`config.mk`:
```
export PLATFORM = sky130hd
export DESIGN_NAME = drrc_final
export DESIGN_NICKNAME = d
export VERILOG_FILES = /design/src/hdl/drrc_pkg.sv /design/src/hdl/drrc_final.sv
export SDC_FILE = /design/constraint.sdc
export NUM_CORES = 1
export LEC_CHECK = 0
export ABC_CLOCK_PERIOD_IN_PS = 2650
export BUFFER_PORTS_ARGS = -buffer_cell sky130_fd_sc_hd__buf_2
export CORE_MARGIN = 1
export CORE_UTILIZATION = 38
export DETAILED_ROUTE_END_ITERATION = 10
export PLACE_DENSITY = 0.81
export SETUP_SLACK_MARGIN = 0.05
export SYNTH_ARGS = -nofsm -noshare
export SYNTH_HDL_FRONTEND = slang
export SYNTH_SLANG_ARGS = --single-unit
```
`constraint.sdc`:
```
create_clock -name clk -period 2.65 [get_ports clk]
set_clock_uncertainty 0.15 [all_clocks]
set_input_delay 0.265 -clock clk [delete_from_list [all_inputs] [get_ports clk]]
set_output_delay 0.265 -clock clk [all_outputs]
set_load 0.02 [all_outputs]
```
`src/hdl/drrc_pkg.sv`:
```
// types, tables and bit functions shared by the reduced-round cipher
`default_nettype none
package drrc_pkg;

  // payload carried from stage to stage: data halves and key halves
  typedef struct packed {
    logic [63:0] lr;
    logic [55:0] cd;
  } stage_t;

  // configuration seen by the entry and round stages, round count already clamped
  typedef struct packed {
    logic [4:0] rounds;
    logic       rev;
    logic       pinv;
  } cfg_t;

  // configuration register indexes
  localparam logic [1:0] REG_ROUNDS = 2'd0;
  localparam logic [1:0] REG_REV    = 2'd1;
  localparam logic [1:0] REG_PINV   = 2'd2;

  localparam logic [1:0] ROT [16] = '{
    2'd1, 2'd1, 2'd2, 2'd2, 2'd2, 2'd2, 2'd2, 2'd2,
    2'd1, 2'd2, 2'd2, 2'd2, 2'd2, 2'd2, 2'd2, 2'd1};

  localparam logic [6:0] PC2 [48] = '{
    7'd14, 7'd17, 7'd11, 7'd24, 7'd1,  7'd5,  7'd3,  7'd28, 7'd15, 7'd6,  7'd21, 7'd10,
    7'd23, 7'd19, 7'd12, 7'd4,  7'd26, 7'd8,  7'd16, 7'd7,  7'd27, 7'd20, 7'd13, 7'd2,
    7'd41, 7'd52, 7'd31, 7'd37, 7'd47, 7'd55, 7'd30, 7'd40, 7'd51, 7'd45, 7'd33, 7'd48,
    7'd44, 7'd49, 7'd39, 7'd56, 7'd34, 7'd53, 7'd46, 7'd42, 7'd50, 7'd36, 7'd29, 7'd32};

  localparam logic [6:0] IP [64] = '{
    7'd58, 7'd50, 7'd42, 7'd34, 7'd26, 7'd18, 7'd10, 7'd2,
    7'd60, 7'd52, 7'd44, 7'd36, 7'd28, 7'd20, 7'd12, 7'd4,
    7'd62, 7'd54, 7'd46, 7'd38, 7'd30, 7'd22, 7'd14, 7'd6,
    7'd64, 7'd56, 7'd48, 7'd40, 7'd32, 7'd24, 7'd16, 7'd8,
    7'd57, 7'd49, 7'd41, 7'd33, 7'd25, 7'd17, 7'd9,  7'd1,
    7'd59, 7'd51, 7'd43, 7'd35, 7'd27, 7'd19, 7'd11, 7'd3,
    7'd61, 7'd53, 7'd45, 7'd37, 7'd29, 7'd21, 7'd13, 7'd5,
    7'd63, 7'd55, 7'd47, 7'd39, 7'd31, 7'd23, 7'd15, 7'd7};

  localparam logic [6:0] FP [64] = '{
    7'd8, 7'd40, 7'd16, 7'd48, 7'd24, 7'd56, 7'd32, 7'd64,
    7'd7, 7'd39, 7'd15, 7'd47, 7'd23, 7'd55, 7'd31, 7'd63,
    7'd6, 7'd38, 7'd14, 7'd46, 7'd22, 7'd54, 7'd30, 7'd62,
    7'd5, 7'd37, 7'd13, 7'd45, 7'd21, 7'd53, 7'd29, 7'd61,
    7'd4, 7'd36, 7'd12, 7'd44, 7'd20, 7'd52, 7'd28, 7'd60,
    7'd3, 7'd35, 7'd11, 7'd43, 7'd19, 7'd51, 7'd27, 7'd59,
    7'd2, 7'd34, 7'd10, 7'd42, 7'd18, 7'd50, 7'd26, 7'd58,
    7'd1, 7'd33, 7'd9,  7'd41, 7'd17, 7'd49, 7'd25, 7'd57};

  localparam logic [6:0] EXP [48] = '{
    7'd32, 7'd1,  7'd2,  7'd3,  7'd4,  7'd5,  7'd4,  7'd5,  7'd6,  7'd7,  7'd8,  7'd9,
    7'd8,  7'd9,  7'd10, 7'd11, 7'd12, 7'd13, 7'd12, 7'd13, 7'd14, 7'd15, 7'd16, 7'd17,
    7'd16, 7'd17, 7'd18, 7'd19, 7'd20, 7'd21, 7'd20, 7'd21, 7'd22, 7'd23, 7'd24, 7'd25,
    7'd24, 7'd25, 7'd26, 7'd27, 7'd28, 7'd29, 7'd28, 7'd29, 7'd30, 7'd31, 7'd32, 7'd1};

  localparam logic [6:0] PT [32] = '{
    7'd16, 7'd7,  7'd20, 7'd21, 7'd29, 7'd12, 7'd28, 7'd17,
    7'd1,  7'd15, 7'd23, 7'd26, 7'd5,  7'd18, 7'd31, 7'd10,
    7'd2,  7'd8,  7'd24, 7'd14, 7'd32, 7'd27, 7'd3,  7'd9,
    7'd19, 7'd13, 7'd30, 7'd6,  7'd22, 7'd11, 7'd4,  7'd25};

  localparam logic [6:0] PINV [32] = '{
    7'd9,  7'd17, 7'd23, 7'd31, 7'd13, 7'd28, 7'd2,  7'd18,
    7'd24, 7'd16, 7'd30, 7'd6,  7'd26, 7'd20, 7'd10, 7'd1,
    7'd8,  7'd14, 7'd25, 7'd3,  7'd4,  7'd29, 7'd11, 7'd19,
    7'd32, 7'd12, 7'd22, 7'd7,  7'd5,  7'd27, 7'd15, 7'd21};

  localparam logic [3:0] SBOX [8][64] = '{
    '{4'd14,4'd4,4'd13,4'd1,4'd2,4'd15,4'd11,4'd8,4'd3,4'd10,4'd6,4'd12,4'd5,4'd9,4'd0,4'd7,
      4'd0,4'd15,4'd7,4'd4,4'd14,4'd2,4'd13,4'd1,4'd10,4'd6,4'd12,4'd11,4'd9,4'd5,4'd3,4'd8,
      4'd4,4'd1,4'd14,4'd8,4'd13,4'd6,4'd2,4'd11,4'd15,4'd12,4'd9,4'd7,4'd3,4'd10,4'd5,4'd0,
      4'd15,4'd12,4'd8,4'd2,4'd4,4'd9,4'd1,4'd7,4'd5,4'd11,4'd3,4'd14,4'd10,4'd0,4'd6,4'd13},
    '{4'd15,4'd1,4'd8,4'd14,4'd6,4'd11,4'd3,4'd4,4'd9,4'd7,4'd2,4'd13,4'd12,4'd0,4'd5,4'd10,
      4'd3,4'd13,4'd4,4'd7,4'd15,4'd2,4'd8,4'd14,4'd12,4'd0,4'd1,4'd10,4'd6,4'd9,4'd11,4'd5,
      4'd0,4'd14,4'd7,4'd11,4'd10,4'd4,4'd13,4'd1,4'd5,4'd8,4'd12,4'd6,4'd9,4'd3,4'd2,4'd15,
      4'd13,4'd8,4'd10,4'd1,4'd3,4'd15,4'd4,4'd2,4'd11,4'd6,4'd7,4'd12,4'd0,4'd5,4'd14,4'd9},
    '{4'd10,4'd0,4'd9,4'd14,4'd6,4'd3,4'd15,4'd5,4'd1,4'd13,4'd12,4'd7,4'd11,4'd4,4'd2,4'd8,
      4'd13,4'd7,4'd0,4'd9,4'd3,4'd4,4'd6,4'd10,4'd2,4'd8,4'd5,4'd14,4'd12,4'd11,4'd15,4'd1,
      4'd13,4'd6,4'd4,4'd9,4'd8,4'd15,4'd3,4'd0,4'd11,4'd1,4'd2,4'd12,4'd5,4'd10,4'd14,4'd7,
      4'd1,4'd10,4'd13,4'd0,4'd6,4'd9,4'd8,4'd7,4'd4,4'd15,4'd14,4'd3,4'd11,4'd5,4'd2,4'd12},
    '{4'd7,4'd13,4'd14,4'd3,4'd0,4'd6,4'd9,4'd10,4'd1,4'd2,4'd8,4'd5,4'd11,4'd12,4'd4,4'd15,
      4'd13,4'd8,4'd11,4'd5,4'd6,4'd15,4'd0,4'd3,4'd4,4'd7,4'd2,4'd12,4'd1,4'd10,4'd14,4'd9,
      4'd10,4'd6,4'd9,4'd0,4'd12,4'd11,4'd7,4'd13,4'd15,4'd1,4'd3,4'd14,4'd5,4'd2,4'd8,4'd4,
      4'd3,4'd15,4'd0,4'd6,4'd10,4'd1,4'd13,4'd8,4'd9,4'd4,4'd5,4'd11,4'd12,4'd7,4'd2,4'd14},
    '{4'd2,4'd12,4'd4,4'd1,4'd7,4'd10,4'd11,4'd6,4'd8,4'd5,4'd3,4'd15,4'd13,4'd0,4'd14,4'd9,
      4'd14,4'd11,4'd2,4'd12,4'd4,4'd7,4'd13,4'd1,4'd5,4'd0,4'd15,4'd10,4'd3,4'd9,4'd8,4'd6,
      4'd4,4'd2,4'd1,4'd11,4'd10,4'd13,4'd7,4'd8,4'd15,4'd9,4'd12,4'd5,4'd6,4'd3,4'd0,4'd14,
      4'd11,4'd8,4'd12,4'd7,4'd1,4'd14,4'd2,4'd13,4'd6,4'd15,4'd0,4'd9,4'd10,4'd4,4'd5,4'd3},
    '{4'd12,4'd1,4'd10,4'd15,4'd9,4'd2,4'd6,4'd8,4'd0,4'd13,4'd3,4'd4,4'd14,4'd7,4'd5,4'd11,
      4'd10,4'd15,4'd4,4'd2,4'd7,4'd12,4'd9,4'd5,4'd6,4'd1,4'd13,4'd14,4'd0,4'd11,4'd3,4'd8,
      4'd9,4'd14,4'd15,4'd5,4'd2,4'd8,4'd12,4'd3,4'd7,4'd0,4'd4,4'd10,4'd1,4'd13,4'd11,4'd6,
      4'd4,4'd3,4'd2,4'd12,4'd9,4'd5,4'd15,4'd10,4'd11,4'd14,4'd1,4'd7,4'd6,4'd0,4'd8,4'd13},
    '{4'd4,4'd11,4'd2,4'd14,4'd15,4'd0,4'd8,4'd13,4'd3,4'd12,4'd9,4'd7,4'd5,4'd10,4'd6,4'd1,
      4'd13,4'd0,4'd11,4'd7,4'd4,4'd9,4'd1,4'd10,4'd14,4'd3,4'd5,4'd12,4'd2,4'd15,4'd8,4'd6,
      4'd1,4'd4,4'd11,4'd13,4'd12,4'd3,4'd7,4'd14,4'd10,4'd15,4'd6,4'd8,4'd0,4'd5,4'd9,4'd2,
      4'd6,4'd11,4'd13,4'd8,4'd1,4'd4,4'd10,4'd7,4'd9,4'd5,4'd0,4'd15,4'd14,4'd2,4'd3,4'd12},
    '{4'd13,4'd2,4'd8,4'd4,4'd6,4'd15,4'd11,4'd1,4'd10,4'd9,4'd3,4'd14,4'd5,4'd0,4'd12,4'd7,
      4'd1,4'd15,4'd13,4'd8,4'd10,4'd3,4'd7,4'd4,4'd12,4'd5,4'd6,4'd11,4'd0,4'd14,4'd9,4'd2,
      4'd7,4'd11,4'd4,4'd1,4'd9,4'd12,4'd14,4'd2,4'd0,4'd6,4'd10,4'd13,4'd15,4'd3,4'd5,4'd8,
      4'd2,4'd1,4'd14,4'd7,4'd4,4'd10,4'd8,4'd13,4'd15,4'd12,4'd9,4'd0,4'd3,4'd5,4'd6,4'd11}};

  // table entry t names bit t counted from the msb, starting at 1
  function automatic logic [63:0] ip_perm(input logic [63:0] x);
    logic [63:0] y;
    for (int i = 0; i < 64; i++) y[63-i] = x[64-int'(IP[i])];
    return y;
  endfunction

  function automatic logic [63:0] fp_perm(input logic [63:0] x);
    logic [63:0] y;
    for (int i = 0; i < 64; i++) y[63-i] = x[64-int'(FP[i])];
    return y;
  endfunction

  function automatic logic [47:0] expand(input logic [31:0] x);
    logic [47:0] y;
    for (int i = 0; i < 48; i++) y[47-i] = x[32-int'(EXP[i])];
    return y;
  endfunction

  function automatic logic [47:0] pc2_sel(input logic [55:0] x);
    logic [47:0] y;
    for (int i = 0; i < 48; i++) y[47-i] = x[56-int'(PC2[i])];
    return y;
  endfunction

  function automatic logic [31:0] p_perm(input logic [31:0] x, input logic inv);
    logic [31:0] y;
    for (int i = 0; i < 32; i++) begin
      y[31-i] = inv ? x[32-int'(PINV[i])] : x[32-int'(PT[i])];
    end
    return y;
  endfunction

  // eight s-boxes, row from the outer bits, column from the inner four
  function automatic logic [31:0] sbox_sub(input logic [47:0] x);
    logic [31:0] y;
    logic [5:0]  idx;
    for (int j = 0; j < 8; j++) begin
      idx = {x[47-6*j], x[42-6*j], x[46-6*j -: 4]};
      y[31-4*j -: 4] = SBOX[j][idx];
    end
    return y;
  endfunction

  // rotate one 28-bit half toward the msb by 0 to 28 places
  function automatic logic [27:0] rotl_half(input logic [27:0] h, input logic [4:0] amt);
    logic [55:0] t;
    t = {h, h} << amt;
    return t[55:28];
  endfunction

  function automatic logic [55:0] rotl_cd(input logic [55:0] cd, input logic [4:0] amt);
    return {rotl_half(cd[55:28], amt), rotl_half(cd[27:0], amt)};
  endfunction

  function automatic logic [55:0] rotr_cd(input logic [55:0] cd, input logic [1:0] amt);
    return {rotl_half(cd[55:28], 5'd28 - {3'b0, amt}),
            rotl_half(cd[27:0], 5'd28 - {3'b0, amt})};
  endfunction

  // total shift of the first n schedule steps
  function automatic logic [4:0] cum_rot(input logic [4:0] n);
    logic [4:0] s;
    s = 5'd0;
    for (int i = 0; i < 16; i++) begin
      if (i < int'(n)) s = s + {3'b0, ROT[i]};
    end
    return s;
  endfunction

endpackage
`default_nettype wire

```
`src/hdl/drrc_final.sv`:
```
// exit stage: final permutation into the output register
`default_nettype none
module drrc_final (
  input  wire logic              clk,
  input  wire logic              rst_n,
  input  wire logic              in_valid,
  input  wire drrc_pkg::stage_t  in_data,
  output logic                   in_ready,
  output logic                   out_valid,
  output logic [63:0]            out_block,
  input  wire logic              out_ready
);

  logic        valid_r;
  logic [63:0] block_r;

  assign in_ready  = !valid_r || out_ready;
  assign out_valid = valid_r;
  assign out_block = block_r;

  always_ff @(posedge clk) begin
    if (!rst_n) begin
      valid_r <= 1'b0;
    end else if (in_ready) begin
      valid_r <= in_valid;
    end
  end

  always_ff @(posedge clk) begin
    if (in_ready && in_valid) begin
      block_r <= drrc_pkg::fp_perm(in_data.lr);
    end
  end

endmodule
`default_nettype wire

```
==> impl_metrics.env <==
export IMPL_outcome="complete, no violations"
export IMPL_rsz0062_at_grt="false"
export IMPL_synth_fp_nets=193
export IMPL_powerDensity_nw_per_um2=667
export IMPL_slew_headroom_pct=47.8
export IMPL_synth_most_common_cell="edfxtp_1"
export IMPL_grt_pass1_wl_um=8180
export IMPL_critical_path_class="flip-flop to flip-flop"
export IMPL_grt_ovfl_total=0
export IMPL_crit_path_start_kind="flip-flop"
export IMPL_core_area_um2=4880
export IMPL_fin_crit_sh_pct=61.7
export IMPL_r2r_cells=2
export IMPL_maxCapViolCount=0
export IMPL_cts_tree="built"
export IMPL_yosysTopAreaCell="edfxtp_1"
export IMPL_cts_path_max_buffers=2
export IMPL_synth_avg_cell_area_um2=28.7
export IMPL_utilization_pct=73.2
export IMPL_r2r_start="out_valid$_SDFFE_PN0P_"
export IMPL_via_per_inst=4.33
export IMPL_arrival_ps=1440
export IMPL_fmax_mhz=612
export IMPL_fp_dieH_um=74.2
export IMPL_drive_gt1_share_pct=52.7
export IMPL_fin_crit_ps=1630
export IMPL_hold_class="primary input to flip-flop"
export IMPL_whs_ps=25.6
export IMPL_area_delta_synth_final_pct=80.3
export IMPL_hold_viol_final=0
export IMPL_tns_ps=0
export IMPL_ys_seq_elements=65
export IMPL_insertion_delay_ps=330
export IMPL_ys_flop_type="edfxtp_1"
export IMPL_cts_sinks=65
export IMPL_slew_viol_final=0
export IMPL_start_util_pct=40.6
export IMPL_grt_max_degree=65
export IMPL_static_leakage_power_nw=1.54
export IMPL_postRouteAntennaNets=0
export IMPL_peakVddDrop_mv=0.513
export IMPL_ios=190
export IMPL_synthArstFlopShare_pct=0
export IMPL_wl_per_cell_um=16.7
export IMPL_htreeDepth=3
export IMPL_worstReg2RegEnd="out_block[33]$_DFFE_PP_"
export IMPL_cts_buffers=9
export IMPL_globalplace_congestion=0.697
export IMPL_synth_top_area_share_pct=97.1
export IMPL_yosys_warnings=0
export IMPL_dp_hpwl_um=3110
export IMPL_cp_required_ps=2450
export IMPL_ys_types=6
export IMPL_worstHoldEndpoint="out_valid$_SDFFE_PN0P_"
export IMPL_path_clk_slew_ps=70
export IMPL_syn_area_um2=1980
export IMPL_dr_pass1_iters=4
export IMPL_setup_viol=0
export IMPL_die_w_um=74.2
export IMPL_num_vias=1508
export IMPL_grt_total_usage_pct=22.1
export IMPL_die_area_um2=5500
export IMPL_rows=25
export IMPL_synth_edf_count=64
export IMPL_synth_area_leaders="edfxtp_1, dfxtp_1, nand2b_4, a21boi_2, and2_4"
export IMPL_worst_slew_pin_slew_ps=783
export IMPL_setup_worst_path_end_class="flip-flop"
export IMPL_cts_root_buf="clkbuf_8"
export IMPL_reg2reg_slack_ps=1020
export IMPL_antenna_found_initial=0
export IMPL_grt_pass1_vias=1654
export IMPL_hold_path_depth=2
export IMPL_dr_first_iter_drc_count=54
export IMPL_port_buffers=133
export IMPL_drc=0
export IMPL_min_from="rst_n"
export IMPL_worstPathMaxFanout=64
export IMPL_nets=401
export IMPL_synthCells=69
export IMPL_yosysSeqAreaShare_pct=98.1
export IMPL_routed_wl_um=5830
export IMPL_antennaDiodeCount=0
[final cells by class]
class                      count  area, µm²
sequential                    65       1940
fill                         322       1310
timing repair buffer         197       1310
clock buffer                  11        131
tap                           67       83.8
clock inverter                 4       68.8
multi-input combinational      3       33.8
inverter                       1       3.75
[layout by cell type (no fill, tap or decap)]
master         synthesis  routed
clkbuf_8               0       9
a21boi_2               1       1
clkinv_2               0       1
buf_2                  0     133
nand2b_4               1       1
inv_1                  1       1
and2_4                 1       1
clkbuf_1               0       2
clkinv_1               0       1
dfxtp_1                1       1
bufinv_16              0       2
edfxtp_1              64      64
dlygate4sd3_1          0      64
[critical path, stage by stage, from the launching register on]
cell      delay [ps]
dfxtp_1          330
nand2b_4          90
and2_4           660
[registers in the layout, indices dropped and copies added (netlist names)]
name and count:
out_block 64, out_valid 1
[metrics by stage]
step	power (mW)	setup WS, ps	instances	area, µm²
finish	2.38	1020	348	3570
global route	2.46	945	348	3570
CTS	2.38	1010	348	3570
detailed placement	1.45	959	269	2730
global placement	1.44	985	269	2730
floorplan	1.34	1040	69	1980
[metal layers]
| metal | wire length [µm] | track usage (%) | vias to the layer above |
|---|---|---|---|
| met5 | 0 | 0 | - |
| met2 | 3160 | 39.3 | 95 |
| met1 | 1970 | 22.6 | 707 |
| li1 | - | - | 690 |
| met3 | 498 | 8.27 | 16 |
| met4 | 202 | 11.5 | 0 |
[worst max path at each step]
stage	start	slack [ps]	cells after the start	end
after floorplan	out_valid$_SDFFE_PN0P_	1040	2	out_block[0]$_DFFE_PP_
after global placement	out_ready	990	3	out_block[59]$_DFFE_PP_
after detailed placement	out_ready	960	3	out_block[50]$_DFFE_PP_
after CTS	out_valid$_SDFFE_PN0P_	1010	2	out_block[11]$_DFFE_PP_
after global routing	out_valid$_SDFFE_PN0P_	940	2	out_block[22]$_DFFE_PP_
final	out_valid$_SDFFE_PN0P_	1020	2	out_block[33]$_DFFE_PP_
[logic make-up after synthesis]
logic type      after synthesis  share of synthesized area [%]
flops                        65                           98.1
compound gates                1                          0.569
buf+inv                       1                          0.189
simple gates                  2                           1.14
[where the power goes]
part           switching, mW  internal [mW]
clock                  0.350          0.521
combinational          0.154          0.136
sequential            0.0173           1.20
total                  0.521           1.86
[timing repair]
item,in CTS,in global routing
setup buffers,0,0
hold endpoints to repair,64,0
resized for setup,0,0
hold buffers,64,0
No activity file was read; power rests on OpenSTA's default activity.
