**src/hdl/drrc_pkg.sv**
```systemverilog
// types, tables and bit functions shared by the reduced-round cipher
`default_nettype none
package drrc_pkg;

  // payload carried from stage to stage: data halves and key halves
  typedef struct packed {
    logic [63:0] lr;
    logic [55:0] cd;
  } stage_t;

  // configuration seen by the entry and round stages, round count already clamped
  typedef struct packed {
    logic [4:0] rounds;
    logic       rev;
    logic       pinv;
  } cfg_t;

  // configuration register indexes
  localparam logic [1:0] REG_ROUNDS = 2'd0;
  localparam logic [1:0] REG_REV    = 2'd1;
  localparam logic [1:0] REG_PINV   = 2'd2;

  localparam logic [1:0] ROT [16] = '{
    2'd1, 2'd1, 2'd2, 2'd2, 2'd2, 2'd2, 2'd2, 2'd2,
    2'd1, 2'd2, 2'd2, 2'd2, 2'd2, 2'd2, 2'd2, 2'd1};

  localparam logic [6:0] PC2 [48] = '{
    7'd14, 7'd17, 7'd11, 7'd24, 7'd1,  7'd5,  7'd3,  7'd28, 7'd15, 7'd6,  7'd21, 7'd10,
    7'd23, 7'd19, 7'd12, 7'd4,  7'd26, 7'd8,  7'd16, 7'd7,  7'd27, 7'd20, 7'd13, 7'd2,
    7'd41, 7'd52, 7'd31, 7'd37, 7'd47, 7'd55, 7'd30, 7'd40, 7'd51, 7'd45, 7'd33, 7'd48,
    7'd44, 7'd49, 7'd39, 7'd56, 7'd34, 7'd53, 7'd46, 7'd42, 7'd50, 7'd36, 7'd29, 7'd32};

  localparam logic [6:0] IP [64] = '{
    7'd58, 7'd50, 7'd42, 7'd34, 7'd26, 7'd18, 7'd10, 7'd2,
    7'd60, 7'd52, 7'd44, 7'd36, 7'd28, 7'd20, 7'd12, 7'd4,
    7'd62, 7'd54, 7'd46, 7'd38, 7'd30, 7'd22, 7'd14, 7'd6,
    7'd64, 7'd56, 7'd48, 7'd40, 7'd32, 7'd24, 7'd16, 7'd8,
    7'd57, 7'd49, 7'd41, 7'd33, 7'd25, 7'd17, 7'd9,  7'd1,
    7'd59, 7'd51, 7'd43, 7'd35, 7'd27, 7'd19, 7'd11, 7'd3,
    7'd61, 7'd53, 7'd45, 7'd37, 7'd29, 7'd21, 7'd13, 7'd5,
    7'd63, 7'd55, 7'd47, 7'd39, 7'd31, 7'd23, 7'd15, 7'd7};

  localparam logic [6:0] FP [64] = '{
    7'd8, 7'd40, 7'd16, 7'd48, 7'd24, 7'd56, 7'd32, 7'd64,
    7'd7, 7'd39, 7'd15, 7'd47, 7'd23, 7'd55, 7'd31, 7'd63,
    7'd6, 7'd38, 7'd14, 7'd46, 7'd22, 7'd54, 7'd30, 7'd62,
    7'd5, 7'd37, 7'd13, 7'd45, 7'd21, 7'd53, 7'd29, 7'd61,
    7'd4, 7'd36, 7'd12, 7'd44, 7'd20, 7'd52, 7'd28, 7'd60,
    7'd3, 7'd35, 7'd11, 7'd43, 7'd19, 7'd51, 7'd27, 7'd59,
    7'd2, 7'd34, 7'd10, 7'd42, 7'd18, 7'd50, 7'd26, 7'd58,
    7'd1, 7'd33, 7'd9,  7'd41, 7'd17, 7'd49, 7'd25, 7'd57};

  localparam logic [6:0] EXP [48] = '{
    7'd32, 7'd1,  7'd2,  7'd3,  7'd4,  7'd5,  7'd4,  7'd5,  7'd6,  7'd7,  7'd8,  7'd9,
    7'd8,  7'd9,  7'd10, 7'd11, 7'd12, 7'd13, 7'd12, 7'd13, 7'd14, 7'd15, 7'd16, 7'd17,
    7'd16, 7'd17, 7'd18, 7'd19, 7'd20, 7'd21, 7'd20, 7'd21, 7'd22, 7'd23, 7'd24, 7'd25,
    7'd24, 7'd25, 7'd26, 7'd27, 7'd28, 7'd29, 7'd28, 7'd29, 7'd30, 7'd31, 7'd32, 7'd1};

  localparam logic [6:0] PT [32] = '{
    7'd16, 7'd7,  7'd20, 7'd21, 7'd29, 7'd12, 7'd28, 7'd17,
    7'd1,  7'd15, 7'd23, 7'd26, 7'd5,  7'd18, 7'd31, 7'd10,
    7'd2,  7'd8,  7'd24, 7'd14, 7'd32, 7'd27, 7'd3,  7'd9,
    7'd19, 7'd13, 7'd30, 7'd6,  7'd22, 7'd11, 7'd4,  7'd25};

  localparam logic [6:0] PINV [32] = '{
    7'd9,  7'd17, 7'd23, 7'd31, 7'd13, 7'd28, 7'd2,  7'd18,
    7'd24, 7'd16, 7'd30, 7'd6,  7'd26, 7'd20, 7'd10, 7'd1,
    7'd8,  7'd14, 7'd25, 7'd3,  7'd4,  7'd29, 7'd11, 7'd19,
    7'd32, 7'd12, 7'd22, 7'd7,  7'd5,  7'd27, 7'd15, 7'd21};

  localparam logic [3:0] SBOX [8][64] = '{
    '{4'd14,4'd4,4'd13,4'd1,4'd2,4'd15,4'd11,4'd8,4'd3,4'd10,4'd6,4'd12,4'd5,4'd9,4'd0,4'd7,
      4'd0,4'd15,4'd7,4'd4,4'd14,4'd2,4'd13,4'd1,4'd10,4'd6,4'd12,4'd11,4'd9,4'd5,4'd3,4'd8,
      4'd4,4'd1,4'd14,4'd8,4'd13,4'd6,4'd2,4'd11,4'd15,4'd12,4'd9,4'd7,4'd3,4'd10,4'd5,4'd0,
      4'd15,4'd12,4'd8,4'd2,4'd4,4'd9,4'd1,4'd7,4'd5,4'd11,4'd3,4'd14,4'd10,4'd0,4'd6,4'd13},
    '{4'd15,4'd1,4'd8,4'd14,4'd6,4'd11,4'd3,4'd4,4'd9,4'd7,4'd2,4'd13,4'd12,4'd0,4'd5,4'd10,
      4'd3,4'd13,4'd4,4'd7,4'd15,4'd2,4'd8,4'd14,4'd12,4'd0,4'd1,4'd10,4'd6,4'd9,4'd11,4'd5,
      4'd0,4'd14,4'd7,4'd11,4'd10,4'd4,4'd13,4'd1,4'd5,4'd8,4'd12,4'd6,4'd9,4'd3,4'd2,4'd15,
      4'd13,4'd8,4'd10,4'd1,4'd3,4'd15,4'd4,4'd2,4'd11,4'd6,4'd7,4'd12,4'd0,4'd5,4'd14,4'd9},
    '{4'd10,4'd0,4'd9,4'd14,4'd6,4'd3,4'd15,4'd5,4'd1,4'd13,4'd12,4'd7,4'd11,4'd4,4'd2,4'd8,
      4'd13,4'd7,4'd0,4'd9,4'd3,4'd4,4'd6,4'd10,4'd2,4'd8,4'd5,4'd14,4'd12,4'd11,4'd15,4'd1,
      4'd13,4'd6,4'd4,4'd9,4'd8,4'd15,4'd3,4'd0,4'd11,4'd1,4'd2,4'd12,4'd5,4'd10,4'd14,4'd7,
      4'd1,4'd10,4'd13,4'd0,4'd6,4'd9,4'd8,4'd7,4'd4,4'd15,4'd14,4'd3,4'd11,4'd5,4'd2,4'd12},
    '{4'd7,4'd13,4'd14,4'd3,4'd0,4'd6,4'd9,4'd10,4'd1,4'd2,4'd8,4'd5,4'd11,4'd12,4'd4,4'd15,
      4'd13,4'd8,4'd11,4'd5,4'd6,4'd15,4'd0,4'd3,4'd4,4'd7,4'd2,4'd12,4'd1,4'd10,4'd14,4'd9,
      4'd10,4'd6,4'd9,4'd0,4'd12,4'd11,4'd7,4'd13,4'd15,4'd1,4'd3,4'd14,4'd5,4'd2,4'd8,4'd4,
      4'd3,4'd15,4'd0,4'd6,4'd10,4'd1,4'd13,4'd8,4'd9,4'd4,4'd5,4'd11,4'd12,4'd7,4'd2,4'd14},
    '{4'd2,4'd12,4'd4,4'd1,4'd7,4'd10,4'd11,4'd6,4'd8,4'd5,4'd3,4'd15,4'd13,4'd0,4'd14,4'd9,
      4'd14,4'd11,4'd2,4'd12,4'd4,4'd7,4'd13,4'd1,4'd5,4'd0,4'd15,4'd10,4'd3,4'd9,4'd8,4'd6,
      4'd4,4'd2,4'd1,4'd11,4'd10,4'd13,4'd7,4'd8,4'd15,4'd9,4'd12,4'd5,4'd6,4'd3,4'd0,4'd14,
      4'd11,4'd8,4'd12,4'd7,4'd1,4'd14,4'd2,4'd13,4'd6,4'd15,4'd0,4'd9,4'd10,4'd4,4'd5,4'd3},
    '{4'd12,4'd1,4'd10,4'd15,4'd9,4'd2,4'd6,4'd8,4'd0,4'd13,4'd3,4'd4,4'd14,4'd7,4'd5,4'd11,
      4'd10,4'd15,4'd4,4'd2,4'd7,4'd12,4'd9,4'd5,4'd6,4'd1,4'd13,4'd14,4'd0,4'd11,4'd3,4'd8,
      4'd9,4'd14,4'd15,4'd5,4'd2,4'd8,4'd12,4'd3,4'd7,4'd0,4'd4,4'd10,4'd1,4'd13,4'd11,4'd6,
      4'd4,4'd3,4'd2,4'd12,4'd9,4'd5,4'd15,4'd10,4'd11,4'd14,4'd1,4'd7,4'd6,4'd0,4'd8,4'd13},
    '{4'd4,4'd11,4'd2,4'd14,4'd15,4'd0,4'd8,4'd13,4'd3,4'd12,4'd9,4'd7,4'd5,4'd10,4'd6,4'd1,
      4'd13,4'd0,4'd11,4'd7,4'd4,4'd9,4'd1,4'd10,4'd14,4'd3,4'd5,4'd12,4'd2,4'd15,4'd8,4'd6,
      4'd1,4'd4,4'd11,4'd13,4'd12,4'd3,4'd7,4'd14,4'd10,4'd15,4'd6,4'd8,4'd0,4'd5,4'd9,4'd2,
      4'd6,4'd11,4'd13,4'd8,4'd1,4'd4,4'd10,4'd7,4'd9,4'd5,4'd0,4'd15,4'd14,4'd2,4'd3,4'd12},
    '{4'd13,4'd2,4'd8,4'd4,4'd6,4'd15,4'd11,4'd1,4'd10,4'd9,4'd3,4'd14,4'd5,4'd0,4'd12,4'd7,
      4'd1,4'd15,4'd13,4'd8,4'd10,4'd3,4'd7,4'd4,4'd12,4'd5,4'd6,4'd11,4'd0,4'd14,4'd9,4'd2,
      4'd7,4'd11,4'd4,4'd1,4'd9,4'd12,4'd14,4'd2,4'd0,4'd6,4'd10,4'd13,4'd15,4'd3,4'd5,4'd8,
      4'd2,4'd1,4'd14,4'd7,4'd4,4'd10,4'd8,4'd13,4'd15,4'd12,4'd9,4'd0,4'd3,4'd5,4'd6,4'd11}};

  // table entry t names bit t counted from the msb, starting at 1
  function automatic logic [63:0] ip_perm(input logic [63:0] x);
    logic [63:0] y;
    for (int i = 0; i < 64; i++) y[63-i] = x[64-int'(IP[i])];
    return y;
  endfunction

  function automatic logic [63:0] fp_perm(input logic [63:0] x);
    logic [63:0] y;
    for (int i = 0; i < 64; i++) y[63-i] = x[64-int'(FP[i])];
    return y;
  endfunction

  function automatic logic [47:0] expand(input logic [31:0] x);
    logic [47:0] y;
    for (int i = 0; i < 48; i++) y[47-i] = x[32-int'(EXP[i])];
    return y;
  endfunction

  function automatic logic [47:0] pc2_sel(input logic [55:0] x);
    logic [47:0] y;
    for (int i = 0; i < 48; i++) y[47-i] = x[56-int'(PC2[i])];
    return y;
  endfunction

  function automatic logic [31:0] p_perm(input logic [31:0] x, input logic inv);
    logic [31:0] y;
    for (int i = 0; i < 32; i++) begin
      y[31-i] = inv ? x[32-int'(PINV[i])] : x[32-int'(PT[i])];
    end
    return y;
  endfunction

  // eight s-boxes, row from the outer bits, column from the inner four
  function automatic logic [31:0] sbox_sub(input logic [47:0] x);
    logic [31:0] y;
    logic [5:0]  idx;
    for (int j = 0; j < 8; j++) begin
      idx = {x[47-6*j], x[42-6*j], x[46-6*j -: 4]};
      y[31-4*j -: 4] = SBOX[j][idx];
    end
    return y;
  endfunction

  // rotate one 28-bit half toward the msb by 0 to 28 places
  function automatic logic [27:0] rotl_half(input logic [27:0] h, input logic [4:0] amt);
    logic [55:0] t;
    t = {h, h} << amt;
    return t[55:28];
  endfunction

  function automatic logic [55:0] rotl_cd(input logic [55:0] cd, input logic [4:0] amt);
    return {rotl_half(cd[55:28], amt), rotl_half(cd[27:0], amt)};
  endfunction

  function automatic logic [55:0] rotr_cd(input logic [55:0] cd, input logic [1:0] amt);
    return {rotl_half(cd[55:28], 5'd28 - {3'b0, amt}),
            rotl_half(cd[27:0], 5'd28 - {3'b0, amt})};
  endfunction

  // total shift of the first n schedule steps
  function automatic logic [4:0] cum_rot(input logic [4:0] n);
    logic [4:0] s;
    s = 5'd0;
    for (int i = 0; i < 16; i++) begin
      if (i < int'(n)) s = s + {3'b0, ROT[i]};
    end
    return s;
  endfunction

endpackage
`default_nettype wire

```
**src/hdl/drrc_prep.sv**
```systemverilog
// entry stage: initial permutation and key pre-rotation for reverse order
`default_nettype none
module drrc_prep (
  input  wire logic            clk,
  input  wire logic            rst_n,
  input  wire drrc_pkg::cfg_t  cfg,
  input  wire logic            in_valid,
  input  wire logic [63:0]     in_block,
  input  wire logic [55:0]     in_key,
  output logic                 in_ready,
  output logic                 out_valid,
  output drrc_pkg::stage_t     out_data,
  input  wire logic            out_ready
);

  logic             valid_r;
  drrc_pkg::stage_t data_r;
  drrc_pkg::stage_t data_nxt;

  assign in_ready  = !valid_r || out_ready;
  assign out_valid = valid_r;
  assign out_data  = data_r;

  // reverse order starts from the key of the last used schedule step
  always_comb begin
    data_nxt.lr = drrc_pkg::ip_perm(in_block);
    data_nxt.cd = cfg.rev ? drrc_pkg::rotl_cd(in_key, drrc_pkg::cum_rot(cfg.rounds))
                          : in_key;
  end

  always_ff @(posedge clk) begin
    if (!rst_n) begin
      valid_r <= 1'b0;
    end else if (in_ready) begin
      valid_r <= in_valid;
    end
  end

  always_ff @(posedge clk) begin
    if (in_ready && in_valid) begin
      data_r <= data_nxt;
    end
  end

endmodule
`default_nettype wire

```
**config.mk**
```make
export PLATFORM = sky130hd
export DESIGN_NAME = drrc_prep
export DESIGN_NICKNAME = d
export VERILOG_FILES = /design/src/hdl/drrc_pkg.sv /design/src/hdl/drrc_prep.sv
export SDC_FILE = /design/constraint.sdc
export NUM_CORES = 1
export LEC_CHECK = 0
export BUFFER_PORTS_ARGS = -buffer_cell sky130_fd_sc_hd__clkbuf_2
export CAP_MARGIN = 10
export CORE_MARGIN = 2
export CORE_UTILIZATION = 38
export DETAILED_ROUTE_END_ITERATION = 8
export HOLD_SLACK_MARGIN = 0.02
export PLACE_DENSITY = 0.59
export SLEW_MARGIN = 15
export SYNTH_ARGS = -nofsm -noshare
export SYNTH_HDL_FRONTEND = slang
export SYNTH_SLANG_ARGS = --single-unit
```
**constraint.sdc**
```tcl
create_clock -name clk -period 34.8 [get_ports clk]
set_input_delay 10.44 -clock clk [delete_from_list [all_inputs] [get_ports clk]]
set_output_delay 10.44 -clock clk [all_outputs]
set_load 0.01 [all_outputs]
```
==> metrics.md <==
| Metric | Value |
|---|---|
| Fraction of the cycle the final worst path needs | about three fifths |
| Number of cells traversed by the worst hold path | 2 |
| Reported max-cap violation count | 0 |
| Initial drt markers | a little under 800 |
| Horizontal die dimension | 159.5 µm |
| Io pins | 253 |
| Final Setup Violations | 0 |
| Startpoint of the worst hold path | out_valid |
| Post-synth top area cell | sky130_fd_sc_hd__edfxtp_1 |
| Final wirelength | roughly 30,000 µm |
| Number of antenna violations at the first check in global routing | 2 |
| Cell area after synthesis | around 9200 µm² |
| Effective utilization at floorplan | about two fifths |
| Largest incremental delay on the critical path | 0.86 ns |
| Final Hold Violating Endpoints | 0 |
| Post-synth EDFFs | 120 |
| Power per cell area | 120.1 nW/µm² |
| Start-to-end type of the worst setup path | input pin to register |
| Largest net degree at the start of global routing | 84 |
| Clock slew at reported path FFs | ~0.060 ns |
| Setup TNS | 0 ns |
| Shortest clock period the worst path allows after layout | 21.37 ns |
| Skew-Pair Late Insertion Delay | roughly 0.42 ns |
| Maximum frequency from static timing analysis | approximately 47 MHz |
| Final global-route overflow total | 0 |
| Length of the first detailed-routing pass in iterations | 5 |
| Number of nets in the layout | approximately 1.3k |
| Peak fanout along the critical path | 52 |
| Net count after synthesis | about 1.1k |
| Syn_area_per_cell | about 9.2 µm² |
| Area of the die | around 25,000 µm² |
| Flops & latches, synth | ~120 |
| Final count of pins violating max slew | 0 |
| Startpoint Class | input pin |
| Launching point of the worst reg2reg path | out_valid |
| Sinks on Clock Net | approximately 120 |
| Post-DRT Antenna Nets | 0 |
| Crit-path slowest cell | sky130_fd_sc_hd__nor2_1 |
| Part of the Yosys area used for sequential elements | ~40% |
| Largest cells by area after synthesis | sky130_fd_sc_hd__edfxtp_1 (39%), sky130_fd_sc_hd__mux2i_1 (9.6%), sky130_fd_sc_hd__nand2_1 (5.9%) |
| Maximum vdd drop | 166.8 µV |
| Clock H-tree levels | 4 |
| Global-route usage over all layers | 22.67% |
| Total CTS buffers | 17 |
| Proportion of layout cells with a drive suffix above 1 | 28.87% |
| Arrival @ worst endpoint | 21.64 ns |
| Async SR Flop Fraction | 0% |
| DRC violations left | 0 |
| Leakage power | 0.004740 µW |
| Post-synth top flop | sky130_fd_sc_hd__edfxtp_1 |
| CP most frequent cell | sky130_fd_sc_hd__ha_1 |
| Post-layout util | 47.64% |
| Cell area after layout | between 10,000 and 15,000 µm² |
| Average wire per standard cell | around 19 µm |
| Post-CTS setup buffers | 0 |
| Count of hold-fix buffers inserted at cts | 0 |
| Cell at the root of the clock tree | sky130_fd_sc_hd__clkbuf_16 |
| Wire length of the first global-routing pass | between 40,000 and 50,000 µm |
| Worst hold path class | register to register |
| Placed cell area | about 11,000 µm² |
| Final estimated routing congestion in global placement | 0.9063 |
| Data required time at the worst endpoint | 35.06 ns |
| Clock tree from TritonCTS | yes |
| Avg Vias per Cell | roughly 5.7 |
| Worst hold-check slack | about 0.55 ns |
| Post-detail-place hpwl | 21,690 µm |
| Die height | around 160 µm |
| Share of Yosys cell area claimed by the top area cell type | just under 40% |
| Via count of the first global-routing pass | slightly above 8k |
| Number of resized instances in the post-cts repair step | 0 |
| Hold Crit Endpoint | out_valid |
| Deepest clock path buffer count | 2 |
| Pwr Total | 1351 µW |
| Fill cell total of the finished layout | 2,311 |
| Most frequent cells in the layout | sky130_fd_sc_hd__clkbuf_2 (251), sky130_fd_sc_hd__nand2_1 (145), sky130_fd_sc_hd__edfxtp_1 (120) |
| Setup repair after global routing missed its margin | false |
| Headroom to the max-slew limit | a little under a quarter |
| Count of standard-cell rows | 56 |
| Total core area | ~24,000 µm² |
| Area growth from synthesis to final layout | 22.46% |
| Depth of the worst register-to-register path | 3 |
| Crit path capture type | register |
| Mapped Cells | between 1k and 1.5k |
| Run status | complete, no violations |
| Count of unique library cells instantiated by Yosys | between 80 and 90 |
| Port bufs | around 250 |
| Count of synthesis-stage warnings from yosys | 0 |
| Final setup skew | approximately 0.0056 ns |
| Endpoint of the most critical register-to-register path | out_data[97] |
| Most frequent standard cell in the layout excluding fill and tap cells | sky130_fd_sc_hd__clkbuf_2 |
| Slew of the pin with the lowest slew margin | 1.136 ns |
| Setup slack on the worst flop-to-flop path | about 33 ns |
| DR vias | about 8.7k |
## cells in the mapped netlist, drive strengths merged, types with 3 or more instances
master,n
inv,15
nand3,23
nor2b,9
o21ai,55
o22ai,8
nor4,4
a211oi,12
or4b,4
o21a,3
nor3,18
a32oi,3
o221ai,10
a21oi,56
ha,14
o32ai,3
a22oi,20
xnor2,19
a221o,12
o211ai,21
buf,41
and2,7
clkbuf,40
a22o,4
nand2b,8
a21boi,3
edfxtp,120
o311ai,4
xor2,6
a211o,7
mux2,26
or2,8
a222oi,4
nor2,108
mux2i,88
a31oi,32
or3,5
nand2,145
and3,4
## worst max-delay path by stage
| stage | start | endpoint | slack [ns] | cells after the start |
|---|---|---|---|---|
| CTS | out_ready | in_ready | 13.54 | 3 |
| global route | cfg[6] | out_data[36] | 12.46 | 44 |
| global placement | cfg[6] | out_data[36] | 13.20 | 44 |
| floorplan | out_ready | in_ready | 13.74 | 1 |
| finish | cfg[6] | out_data[44] | 13.43 | 43 |
| detailed placement | cfg[6] | out_data[36] | 13.14 | 44 |
## critical path: cells and delay by family
kind	cells	cell delay, ns
fa+ha+maj	11	3.76
compound gates	10	1.78
mux	3	0.74
buf+inv	2	0.77
xor+xnor	3	0.70
simple gates	14	3.39
## final cells by class
cell class	count	area [µm²]	area share (%)
clock inverters	15	209.0	1.857
flip-flops and latches	121	3623	32.21
clock buffers	17	425.4	3.782
inverters	16	60.06	0.5339
well taps	319	399.1	3.548
repair buffers	262	1339	11.90
multi-input cells	785	5191	46.15
diodes	1	2.502	0.02224
## flip-flops by register name, summed over array words and instances (netlist names)
signal / cells
out_valid: 1
out_data: 120
## where the power goes
group | internal (µW) | switching (µW) | leakage [µW]
logic | 322 | 598 | 0.00326
clock network | 116 | 73.6 | 0.000308
registers | 232 | 10.2 | 0.00117
## cell families (layout without fill, tap and decap cells)
group / after synthesis / in the layout / share of synthesized area [%]
AO/OA/AOI/OAI: 279 / 279 / 20.85
XOR/XNOR: 28 / 28 / 3.528
adder cells (fa/ha/maj): 14 / 14 / 1.907
buffers and inverters: 97 / 310 / 4.549
flip-flops: 121 / 121 / 39.44
multiplexers: 115 / 115 / 13.02
other: 0 / 1 / 0
AND/OR/NAND/NOR: 349 / 349 / 16.70
## layer usage
metal / part of all wire [%] / track usage (%) / up-vias / wire [µm]
met4: 2.8 / 8.099 / 0 / 828
met2: 47 / 37.05 / 368 / 13820
met1: 43 / 29.44 / 4100 / 12670
met5: 0 / 0 / - / 0
met3: 7.3 / 5.184 / 49 / 2165
li1: - / - / 4183 / -
## metrics by stage
step                      std cells  setup slack [ns]
final                          1536             13.43
after CTS                      1535             13.54
after global placement         1503             13.20
after floorplan                1003             13.74
after detailed placement       1503             13.14
after global routing           1535             12.46
No activity file was read; power rests on OpenSTA's default activity.
